### src/sv/idrq_pkg.sv
`default_nettype none

package idrq_pkg;

   // Limits of a signed 32-bit value.
   localparam logic [31:0] S32_POS_LIMIT = 32'h7fff_ffff;
   localparam logic [31:0] S32_NEG_LIMIT = 32'h8000_0000;

   // Rounding constant of the Q31 high multiply.
   localparam logic [63:0] HALF_Q31 = 64'h0000_0000_4000_0000;

   // Register indexes of the configuration port.
   localparam logic [1:0] CSR_INPUT_ZP  = 2'd0;
   localparam logic [1:0] CSR_OUTPUT_ZP = 2'd1;
   localparam logic [1:0] CSR_RELU_EN   = 2'd2;

   // Saturation bounds of an int8 result.
   localparam logic signed [32:0] S8_POS_LIMIT = 33'sd127;
   localparam logic signed [32:0] S8_NEG_LIMIT = -33'sd128;

   // Configuration registers.
   typedef struct packed {
      logic signed [7:0] in_zero_pt;
      logic signed [7:0] out_zero_pt;
      logic              relu_en;
   } cfg_type;

   // One finished dot product waiting for requantization.
   typedef struct packed {
      logic [31:0] sum;
      logic [31:0] multiplier;
      logic [4:0]  shift;
   } job_type;

   // Queue status seen by its producer and consumer.
   typedef struct packed {
      logic full;
      logic empty;
   } queue_status_type;

   // Requantization sequencer states.
   typedef enum logic [2:0] {
      ST_IDLE,
      ST_MUL,
      ST_HMUL,
      ST_RSH,
      ST_OUT
   } back_state_type;

endpackage

`default_nettype wire

### src/sv/int8_dense_requant_mac.sv
// Dot product terms transfer at one per cycle while the queue is not full; a non-last
// term is absorbed in its cycle, and a last term's sum is pushed into the queue.
// The requantization sequencer handles one neuron at a time; a 2-entry queue buffers neurons.
// Sync reset zeroes accumulator and configuration, idles the sequencer, empties the queue.
`default_nettype none

module int8_dense_requant_mac
   import idrq_pkg::*;
#(
   parameter int QUEUE_DEPTH = 2
) (
   input  wire logic              clock,
   input  wire logic              reset,
   input  wire logic              csr_valid,
   output logic                   csr_ready,
   input  wire logic [1:0]        csr_index,
   input  wire logic [7:0]        csr_wdata,
   input  wire logic              req_valid,
   output logic                   req_ready,
   input  wire logic signed [7:0] req_activation,
   input  wire logic signed [7:0] req_weight,
   input  wire logic signed [7:0] req_weight_zero_point,
   input  wire logic [31:0]       req_bias,
   input  wire logic [31:0]       req_multiplier,
   input  wire logic [4:0]        req_shift,
   input  wire logic              req_last_term,
   output logic                   rsp_valid,
   input  wire logic              rsp_ready,
   output logic signed [7:0]      rsp_neuron_out
);

   cfg_type          cfg_ff, cfg_in;
   queue_status_type q_status;
   logic             q_push;
   logic             q_pop;
   job_type          q_push_job;
   job_type          q_head;

   // Configuration writes are always taken; unknown indexes are dropped.
   assign csr_ready = 1'b1;

   always_comb begin
      cfg_in = cfg_ff;
      if (csr_valid) begin
         unique case (csr_index)
            CSR_INPUT_ZP:  cfg_in.in_zero_pt  = csr_wdata;
            CSR_OUTPUT_ZP: cfg_in.out_zero_pt = csr_wdata;
            CSR_RELU_EN:   cfg_in.relu_en     = csr_wdata[0];
            default: begin
               cfg_in = cfg_ff;
            end
         endcase
      end
   end

   always_ff @(posedge clock) begin
      if (reset) begin
         cfg_ff <= '0;
      end else begin
         cfg_ff <= cfg_in;
      end
   end

   // Accumulation front end.
   idrq_front u_front (
      .clock                 (clock),
      .reset                 (reset),
      .cfg                   (cfg_ff),
      .req_valid             (req_valid),
      .req_ready             (req_ready),
      .req_activation        (req_activation),
      .req_weight            (req_weight),
      .req_weight_zero_point (req_weight_zero_point),
      .req_bias              (req_bias),
      .req_multiplier        (req_multiplier),
      .req_shift             (req_shift),
      .req_last_term         (req_last_term),
      .q_status              (q_status),
      .q_push                (q_push),
      .q_job                 (q_push_job)
   );

   // Finished sums waiting for requantization.
   idrq_queue #(
      .DEPTH (QUEUE_DEPTH)
   ) u_queue (
      .clock    (clock),
      .reset    (reset),
      .push     (q_push),
      .push_job (q_push_job),
      .pop      (q_pop),
      .head_job (q_head),
      .status   (q_status)
   );

   // Requantization back end.
   idrq_back u_back (
      .clock          (clock),
      .reset          (reset),
      .cfg            (cfg_ff),
      .q_status       (q_status),
      .q_head         (q_head),
      .q_pop          (q_pop),
      .rsp_valid      (rsp_valid),
      .rsp_ready      (rsp_ready),
      .rsp_neuron_out (rsp_neuron_out)
   );

   // The queue never takes a push while full, nor a pop while empty.
   assert property (@(posedge clock) disable iff (reset) !(q_push && q_status.full))
      else $error("push into a full queue");

   assert property (@(posedge clock) disable iff (reset) !(q_pop && q_status.empty))
      else $error("pop from an empty queue");

   // No result is offered right after reset.
   assert property (@(posedge clock) reset |=> !rsp_valid)
      else $error("result valid after reset");

   // With ReLU on, a newly loaded result never lies below the output zero point.
   assert property (@(posedge clock) disable iff (reset)
      (rsp_valid && !$past(rsp_valid) && cfg_ff.relu_en && $stable(cfg_ff))
         |-> (rsp_neuron_out >= cfg_ff.out_zero_pt))
      else $error("ReLU floor violated");

endmodule

`default_nettype wire

### src/sv/idrq_front.sv
`default_nettype none

module idrq_front
   import idrq_pkg::*;
(
   input  wire logic              clock,
   input  wire logic              reset,
   input  wire cfg_type           cfg,
   input  wire logic              req_valid,
   output logic                   req_ready,
   input  wire logic signed [7:0] req_activation,
   input  wire logic signed [7:0] req_weight,
   input  wire logic signed [7:0] req_weight_zero_point,
   input  wire logic [31:0]       req_bias,
   input  wire logic [31:0]       req_multiplier,
   input  wire logic [4:0]        req_shift,
   input  wire logic              req_last_term,
   input  wire queue_status_type  q_status,
   output logic                   q_push,
   output job_type                q_job
);

   logic [31:0]        acc_ff;
   logic [31:0]        acc_in;
   logic signed [8:0]  x_term;
   logic signed [8:0]  w_term;
   logic signed [17:0] product;
   logic [31:0]        acc_sum;
   logic               accept;

   // Items are taken whenever the queue can hold a finished neuron.
   assign req_ready = !q_status.full;
   assign accept    = req_valid && req_ready;

   // Offset both operands by their zero points and multiply.
   assign x_term  = {req_activation[7], req_activation}
                  - {cfg.in_zero_pt[7], cfg.in_zero_pt};
   assign w_term  = {req_weight[7], req_weight}
                  - {req_weight_zero_point[7], req_weight_zero_point};
   assign product = x_term * w_term;
   assign acc_sum = acc_ff + {{14{product[17]}}, product};

   // On the last term the bias is folded in and the sum is handed to the back end.
   assign q_push           = accept && req_last_term;
   assign q_job.sum        = acc_sum + req_bias;
   assign q_job.multiplier = req_multiplier;
   assign q_job.shift      = req_shift;

   // The accumulator wraps and is cleared after each neuron.
   always_comb begin
      acc_in = acc_ff;
      if (accept) begin
         acc_in = req_last_term ? 32'd0 : acc_sum;
      end
   end

   always_ff @(posedge clock) begin
      if (reset) begin
         acc_ff <= 32'd0;
      end else begin
         acc_ff <= acc_in;
      end
   end

endmodule

`default_nettype wire

### src/sv/idrq_queue.sv
`default_nettype none

module idrq_queue
   import idrq_pkg::*;
#(
   parameter int DEPTH = 2
) (
   input  wire logic             clock,
   input  wire logic             reset,
   input  wire logic             push,
   input  wire job_type          push_job,
   input  wire logic             pop,
   output job_type               head_job,
   output queue_status_type      status
);

   localparam int PTR_W = (DEPTH > 1) ? $clog2(DEPTH) : 1;
   localparam int CNT_W = $clog2(DEPTH + 1);

   job_type          entries_ff [DEPTH];
   logic [PTR_W-1:0] wr_ptr_ff, wr_ptr_in;
   logic [PTR_W-1:0] rd_ptr_ff, rd_ptr_in;
   logic [CNT_W-1:0] count_ff, count_in;

   assign status.full  = (count_ff == CNT_W'(DEPTH));
   assign status.empty = (count_ff == '0);
   assign head_job     = entries_ff[rd_ptr_ff];

   // Pointer and fill count update.
   always_comb begin
      wr_ptr_in = wr_ptr_ff;
      rd_ptr_in = rd_ptr_ff;
      count_in  = count_ff;
      if (push) begin
         wr_ptr_in = (wr_ptr_ff == PTR_W'(DEPTH - 1)) ? '0 : wr_ptr_ff + 1'b1;
      end
      if (pop) begin
         rd_ptr_in = (rd_ptr_ff == PTR_W'(DEPTH - 1)) ? '0 : rd_ptr_ff + 1'b1;
      end
      if (push && !pop) begin
         count_in = count_ff + 1'b1;
      end else if (pop && !push) begin
         count_in = count_ff - 1'b1;
      end
   end

   always_ff @(posedge clock) begin
      if (reset) begin
         wr_ptr_ff <= '0;
         rd_ptr_ff <= '0;
         count_ff  <= '0;
      end else begin
         wr_ptr_ff <= wr_ptr_in;
         rd_ptr_ff <= rd_ptr_in;
         count_ff  <= count_in;
      end
   end

   // Entry storage needs no reset.
   always_ff @(posedge clock) begin
      if (push) begin
         entries_ff[wr_ptr_ff] <= push_job;
      end
   end

endmodule

`default_nettype wire

### src/sv/idrq_back.sv
`default_nettype none

module idrq_back
   import idrq_pkg::*;
(
   input  wire logic             clock,
   input  wire logic             reset,
   input  wire cfg_type          cfg,
   input  wire queue_status_type q_status,
   input  wire job_type          q_head,
   output logic                  q_pop,
   output logic                  rsp_valid,
   input  wire logic             rsp_ready,
   output logic signed [7:0]     rsp_neuron_out
);

   back_state_type     state_ff, state_in;
   job_type            job_ff, job_in;
   logic [63:0]        prod_ff, prod_in;
   logic               min_min_ff, min_min_in;
   logic [31:0]        high_ff, high_in;
   logic [31:0]        quot_ff, quot_in;
   logic               rsp_valid_ff, rsp_valid_in;
   logic signed [7:0]  rsp_data_ff, rsp_data_in;

   logic [63:0]        rounded;
   logic [31:0]        mask;
   logic [31:0]        remainder;
   logic [31:0]        threshold;
   logic signed [32:0] biased;
   logic signed [32:0] out_zp;
   logic signed [32:0] clamped;

   assign rsp_valid      = rsp_valid_ff;
   assign rsp_neuron_out = rsp_data_ff;

   // Datapath terms of each step.
   always_comb begin
      rounded   = prod_ff + HALF_Q31;
      mask      = (32'd1 << job_ff.shift) - 32'd1;
      remainder = high_ff & mask;
      threshold = (mask >> 1) + {31'd0, high_ff[31]};
      out_zp    = {{25{cfg.out_zero_pt[7]}}, cfg.out_zero_pt};
      biased    = $signed({quot_ff[31], quot_ff}) + out_zp;
      if (biased > S8_POS_LIMIT) begin
         clamped = S8_POS_LIMIT;
      end else if (biased < S8_NEG_LIMIT) begin
         clamped = S8_NEG_LIMIT;
      end else begin
         clamped = biased;
      end
      if (cfg.relu_en && (clamped < out_zp)) begin
         clamped = out_zp;
      end
   end

   // Sequencer: multiply, high word, rounding shift, then saturate into the output.
   always_comb begin
      state_in     = state_ff;
      job_in       = job_ff;
      prod_in      = prod_ff;
      min_min_in   = min_min_ff;
      high_in      = high_ff;
      quot_in      = quot_ff;
      rsp_data_in  = rsp_data_ff;
      rsp_valid_in = rsp_valid_ff && !rsp_ready;
      q_pop        = 1'b0;
      unique case (state_ff)
         ST_IDLE: begin
            if (!q_status.empty) begin
               q_pop    = 1'b1;
               job_in   = q_head;
               state_in = ST_MUL;
            end
         end
         ST_MUL: begin
            prod_in    = 64'($signed(job_ff.sum)) * 64'($signed(job_ff.multiplier));
            min_min_in = (job_ff.sum == S32_NEG_LIMIT)
                      && (job_ff.multiplier == S32_NEG_LIMIT);
            state_in   = ST_HMUL;
         end
         ST_HMUL: begin
            high_in  = min_min_ff ? S32_POS_LIMIT : rounded[62:31];
            state_in = ST_RSH;
         end
         ST_RSH: begin
            quot_in  = 32'($signed(high_ff) >>> job_ff.shift)
                     + {31'd0, (remainder > threshold)};
            state_in = ST_OUT;
         end
         ST_OUT: begin
            if (!rsp_valid_ff || rsp_ready) begin
               rsp_data_in  = clamped[7:0];
               rsp_valid_in = 1'b1;
               state_in     = ST_IDLE;
            end
         end
         default: begin
            state_in = ST_IDLE;
         end
      endcase
   end

   always_ff @(posedge clock) begin
      if (reset) begin
         state_ff     <= ST_IDLE;
         rsp_valid_ff <= 1'b0;
      end else begin
         state_ff     <= state_in;
         rsp_valid_ff <= rsp_valid_in;
      end
   end

   // Payload registers carry no reset.
   always_ff @(posedge clock) begin
      job_ff      <= job_in;
      prod_ff     <= prod_in;
      min_min_ff  <= min_min_in;
      high_ff     <= high_in;
      quot_ff     <= quot_in;
      rsp_data_ff <= rsp_data_in;
   end

endmodule

`default_nettype wire

### config.mk
export PLATFORM = sky130hd
export DESIGN_NAME = int8_dense_requant_mac
export DESIGN_NICKNAME = d
export VERILOG_FILES = /design/src/sv/idrq_pkg.sv /design/src/sv/int8_dense_requant_mac.sv /design/src/sv/idrq_front.sv /design/src/sv/idrq_queue.sv /design/src/sv/idrq_back.sv
export SDC_FILE = /design/constraint.sdc
export NUM_CORES = 2
export LEC_CHECK = 0
export ABC_AREA = 1
export BUFFER_PORTS_ARGS = -buffer_cell sky130_fd_sc_hd__buf_2
export CORE_MARGIN = 4
export CORE_UTILIZATION = 65
export DETAILED_ROUTE_END_ITERATION = 10
export PLACE_DENSITY = 0.79
export RECOVER_POWER = 25
export SETUP_SLACK_MARGIN = 0.3
export SYNTH_ARGS = -nofsm -noshare
export SYNTH_HDL_FRONTEND = slang
export SYNTH_SLANG_ARGS = --single-unit
### constraint.sdc
create_clock -name clock -period 26 [get_ports clock]
set_input_delay 2.6 -clock clock [delete_from_list [all_inputs] [get_ports clock]]
set_output_delay 2.6 -clock clock [all_outputs]
set_load 0.02 [all_outputs]
==> out/qor.json <==
{
  "floorplan": {
    "io_pins": 120,
    "row_count": 114,
    "die_y_um": 322.0,
    "start_util_pct": 65.87,
    "die_w_um": 322.0,
    "fp.coreArea_mm2": 0.09728,
    "die-area_mm2": 0.1037
  },
  "clocking": {
    "cts_num_sinks": 370,
    "post-cts-setup-buffers": 0,
    "clockBufferDepth": 3,
    "clock_tree.htree_level_count": 2,
    "cts-resized-gates": 0,
    "clock_latency_late_sink_ps": 600,
    "clk_pin_slew_worst_paths_ps": 60,
    "ctsRootBufferMaster": "clkbuf_16",
    "cts-hold-fix-buffers": 0,
    "tritoncts.num_buffers": 42,
    "cts_tree": "done"
  },
  "global_routing": {
    "groute.usage.overall_pct": 35.47,
    "antenna_found_initial": 3,
    "gr-usage-met3_pct": 8.690,
    "global_route.usage.met1_pct": 45.73,
    "global_route.usage.met2_pct": 57.64,
    "grt_busiest_layer": "met2",
    "first_global_vias": 53652,
    "grt_pass1_wl_um": 286200,
    "residual_overflow_from_global_routing": 0,
    "pin_count_of_the_biggest_net_entering_global_routing": 63
  },
  "route": {
    "drt_drc_violations_left": 0,
    "wl_um": 177200,
    "routed-via-count": 51154,
    "postRouteAntennaNets": 0,
    "avgRoutedWirePerCell_um": 19.56,
    "drtIter0Drc": 4351,
    "post_drt_via_cell_ratio": 5.647,
    "firstDrtPassIters": 6
  },
  "synth": {
    "synth_enable_flop_cells": 313,
    "postSynth.asyncResetShare_pct": 0,
    "synth.lib_cells_used.distinct": 68,
    "yosysSeqAreaShare_pct": 16.45,
    "ys.flop_type": "edfxtp_1",
    "synthesis.instances": 7817,
    "synth_area_mm2": 0.06408,
    "synth_seq_cells": 370,
    "post_synth.cell_area_avg_um2": 8.197,
    "synth.yosys.warnings": 0
  },
  "cells_and_area": {
    "area_growth_syn_to_layout_pct": 4.495,
    "fraction_of_layout_cells_with_a_size_suffix_above_1_pct": 5.255,
    "nets": 9408,
    "antenna_cells": 0
  },
  "timing": {
    "max_slew_violation_total_from_the_final_report": 192,
    "setup_viol": 0,
    "min_period_over_period_pct": 48.94,
    "worst_slew_pin_slew_ps": 2695,
    "final.setup_skew_ps": 28.03,
    "grt_setup_unrepaired": "false",
    "period_needed_ps": 12720,
    "maxSlewHeadroom_pct": -79.68,
    "timing.setup.tns_ps": 0,
    "max_clock_freq_mhz": 78.60,
    "timing.final.hold_violations": 0
  },
  "run_status": {
    "outcome": "finished, violations left",
    "violations": "max-capacitance violations, max-slew violations"
  },
  "place": {
    "hpwl_um": 134300,
    "numPortBuffers": 118,
    "replace_congestion": 0.9809
  },
  "setup_path": {
    "worst_setup_path_end_kind": "flip-flop",
    "timing.reg2reg.setup_slack_ps": 15050,
    "worst_path_largest_cell_delay_ps": 740,
    "critPathArrivalTime_ps": 13060,
    "cpMaxStageDelayCell": "a22oi_1",
    "timing.critical_path.from_type": "primary input",
    "timing.critical_path.required_ps": 26340,
    "critical_path_class": "primary input to flip-flop",
    "worstPathMaxFanout": 14
  },
  "job": {
    "max-cap-violations": 5
  },
  "hold_path": {
    "hold_path_class": "flip-flop to flip-flop"
  }
}
placed cells by master, fill, tap and decap left out, types with 9 or more instances in the layout:
| cell type | instances |
|---|---|
| a21o_1 | 10 |
| nor2_2 | 16 |
| o21ai_2 | 14 |
| xor2_1 | 130 |
| xnor2_1 | 77 |
| a211oi_1 | 10 |
| o221ai_1 | 9 |
| mux2i_1 | 12 |
| a31oi_1 | 25 |
| nor2_4 | 13 |
| clkbuf_1 | 16 |
| inv_1 | 1918 |
| o211ai_1 | 9 |
| a21oi_1 | 297 |
| inv_2 | 18 |
| nor3_1 | 47 |
| buf_4 | 81 |
| buf_2 | 118 |
| dfxtp_1 | 57 |
| fa_1 | 1148 |
| ha_1 | 400 |
| nand2_2 | 16 |
| edfxtp_1 | 313 |
| or2_2 | 40 |
| o21ai_0 | 186 |
| o21a_1 | 20 |
| nor2_1 | 318 |
| nand4_1 | 62 |
| nand2_1 | 2058 |
| clkbuf_16 | 43 |
| o21ai_1 | 40 |
| o21bai_1 | 11 |
| nand3_1 | 98 |
| nor4_1 | 34 |
flip-flops by register name (all words and copies together) (netlist names):
name                   cells
u_back.rsp_neuron_out      8
u_back.state_ff            3
u_queue.entries_ff       138
u_queue.wr_ptr_ff          1
u_back.min_min_ff          1
u_back.job_ff             69
u_front.acc_ff            32
u_back.quot_ff            32
u_queue.rd_ptr_ff          1
u_back.prod_ff            33
cfg_ff                    17
u_queue.count_ff           2
u_back.high_ff            32
u_back.rsp_valid           1
kinds of logic after synthesis:
logic type	share of synthesized area [%]
and+or+nand+nor	17.57
buffers and inverters	13.43
adders and majority gates	43.68
AOI/OAI and AO/OA	5.827
DFF	16.45
xor gates and xnor gates	2.855
muxes	0.1875
other	0.01172
final cells by class:
cell class | instances | area [um^2]
Multi-Input combinational cell | 5190 | 44960
Fill cell | 7901 | 30320
Sequential cell | 370 | 10540
Inverter | 1941 | 7300
Tap cell | 1276 | 1597
Timing Repair Buffer | 206 | 1225
Clock buffer | 54 | 1137
Clock inverter | 22 | 201.4
through the flow:
stage | util (%) | worst slack [ps] | area [um^2] | instances | hold WS, ps
after floorplan | - | 14320 | 64080 | 7818 | 433.1
final | 68.83 | 13280 | 66960 | 9059 | 462.9
after global routing | 68.83 | 12140 | 66960 | 9059 | 490.8
after global placement | 67.51 | 12690 | 65670 | 8983 | 410.9
after CTS | 68.88 | 13270 | 67010 | 9059 | 428.1
after detailed placement | 67.51 | 12680 | 65670 | 8983 | 421.0
critical path, delay by kind of cell:
family | cells | cell delay (ps)
fa+ha+maj | 10 | 4130
simple gates | 13 | 1680
buf+inv | 10 | 850
xor+xnor | 2 | 470
compound gates | 17 | 3310
cells in the mapped netlist (all sizes together) (3+ instances only):
library cell / n / share of area (%)
nand2: 2076 / 12
o21a: 20 / 0.23
a221oi: 4 / 0.055
mux2i: 12 / 0.19
o211ai: 9 / 0.11
nand3b: 7 / 0.082
buf: 35 / 0.38
a31oi: 25 / 0.24
fa: 1148 / 36
ha: 400 / 7.8
and2: 8 / 0.078
o21bai: 11 / 0.13
a211oi: 10 / 0.12
nand3: 109 / 0.97
a21o: 10 / 0.12
o22ai: 6 / 0.059
nor4: 35 / 0.37
o21ai: 240 / 2.0
edfxtp: 313 / 15
nor3: 52 / 0.45
o31ai: 3 / 0.035
a22oi: 6 / 0.070
a21oi: 299 / 2.3
a21boi: 6 / 0.070
xor2: 130 / 1.8
clkbuf: 282 / 1.7
o2111ai: 5 / 0.068
xnor2: 78 / 1.1
o221ai: 9 / 0.12
or2: 43 / 0.42
dfxtp: 57 / 1.8
and3: 4 / 0.047
nor3b: 3 / 0.035
nand4: 62 / 0.61
nor2: 348 / 2.2
inv: 1939 / 11
final timing paths:
check,startpoint,to,cells past startpoint
max,req_weight[0],u_queue.entries_ff[0][68]$_DFFE_PP_,52
min,u_queue.rd_ptr_ff$_SDFFE_PP0P_,u_queue.rd_ptr_ff$_SDFFE_PP0P_,1
max reg2reg,cfg_ff[9]$_SDFFE_PP0P_,u_queue.entries_ff[0][68]$_DFFE_PP_,53
min reg2reg,u_queue.rd_ptr_ff$_SDFFE_PP0P_,u_queue.rd_ptr_ff$_SDFFE_PP0P_,1
per-layer routing:
layer / part of all wire, % / vias to the layer above
li1: - / 23114
met1: 38 / 24819
met2: 46 / 2540
met3: 11 / 677
met4: 5.3 / 4
met5: 0.016 / -
Power is left out: the tool's default activity adds up to more than one toggle a clock period on the data nets, which glitch-free logic cannot reach.
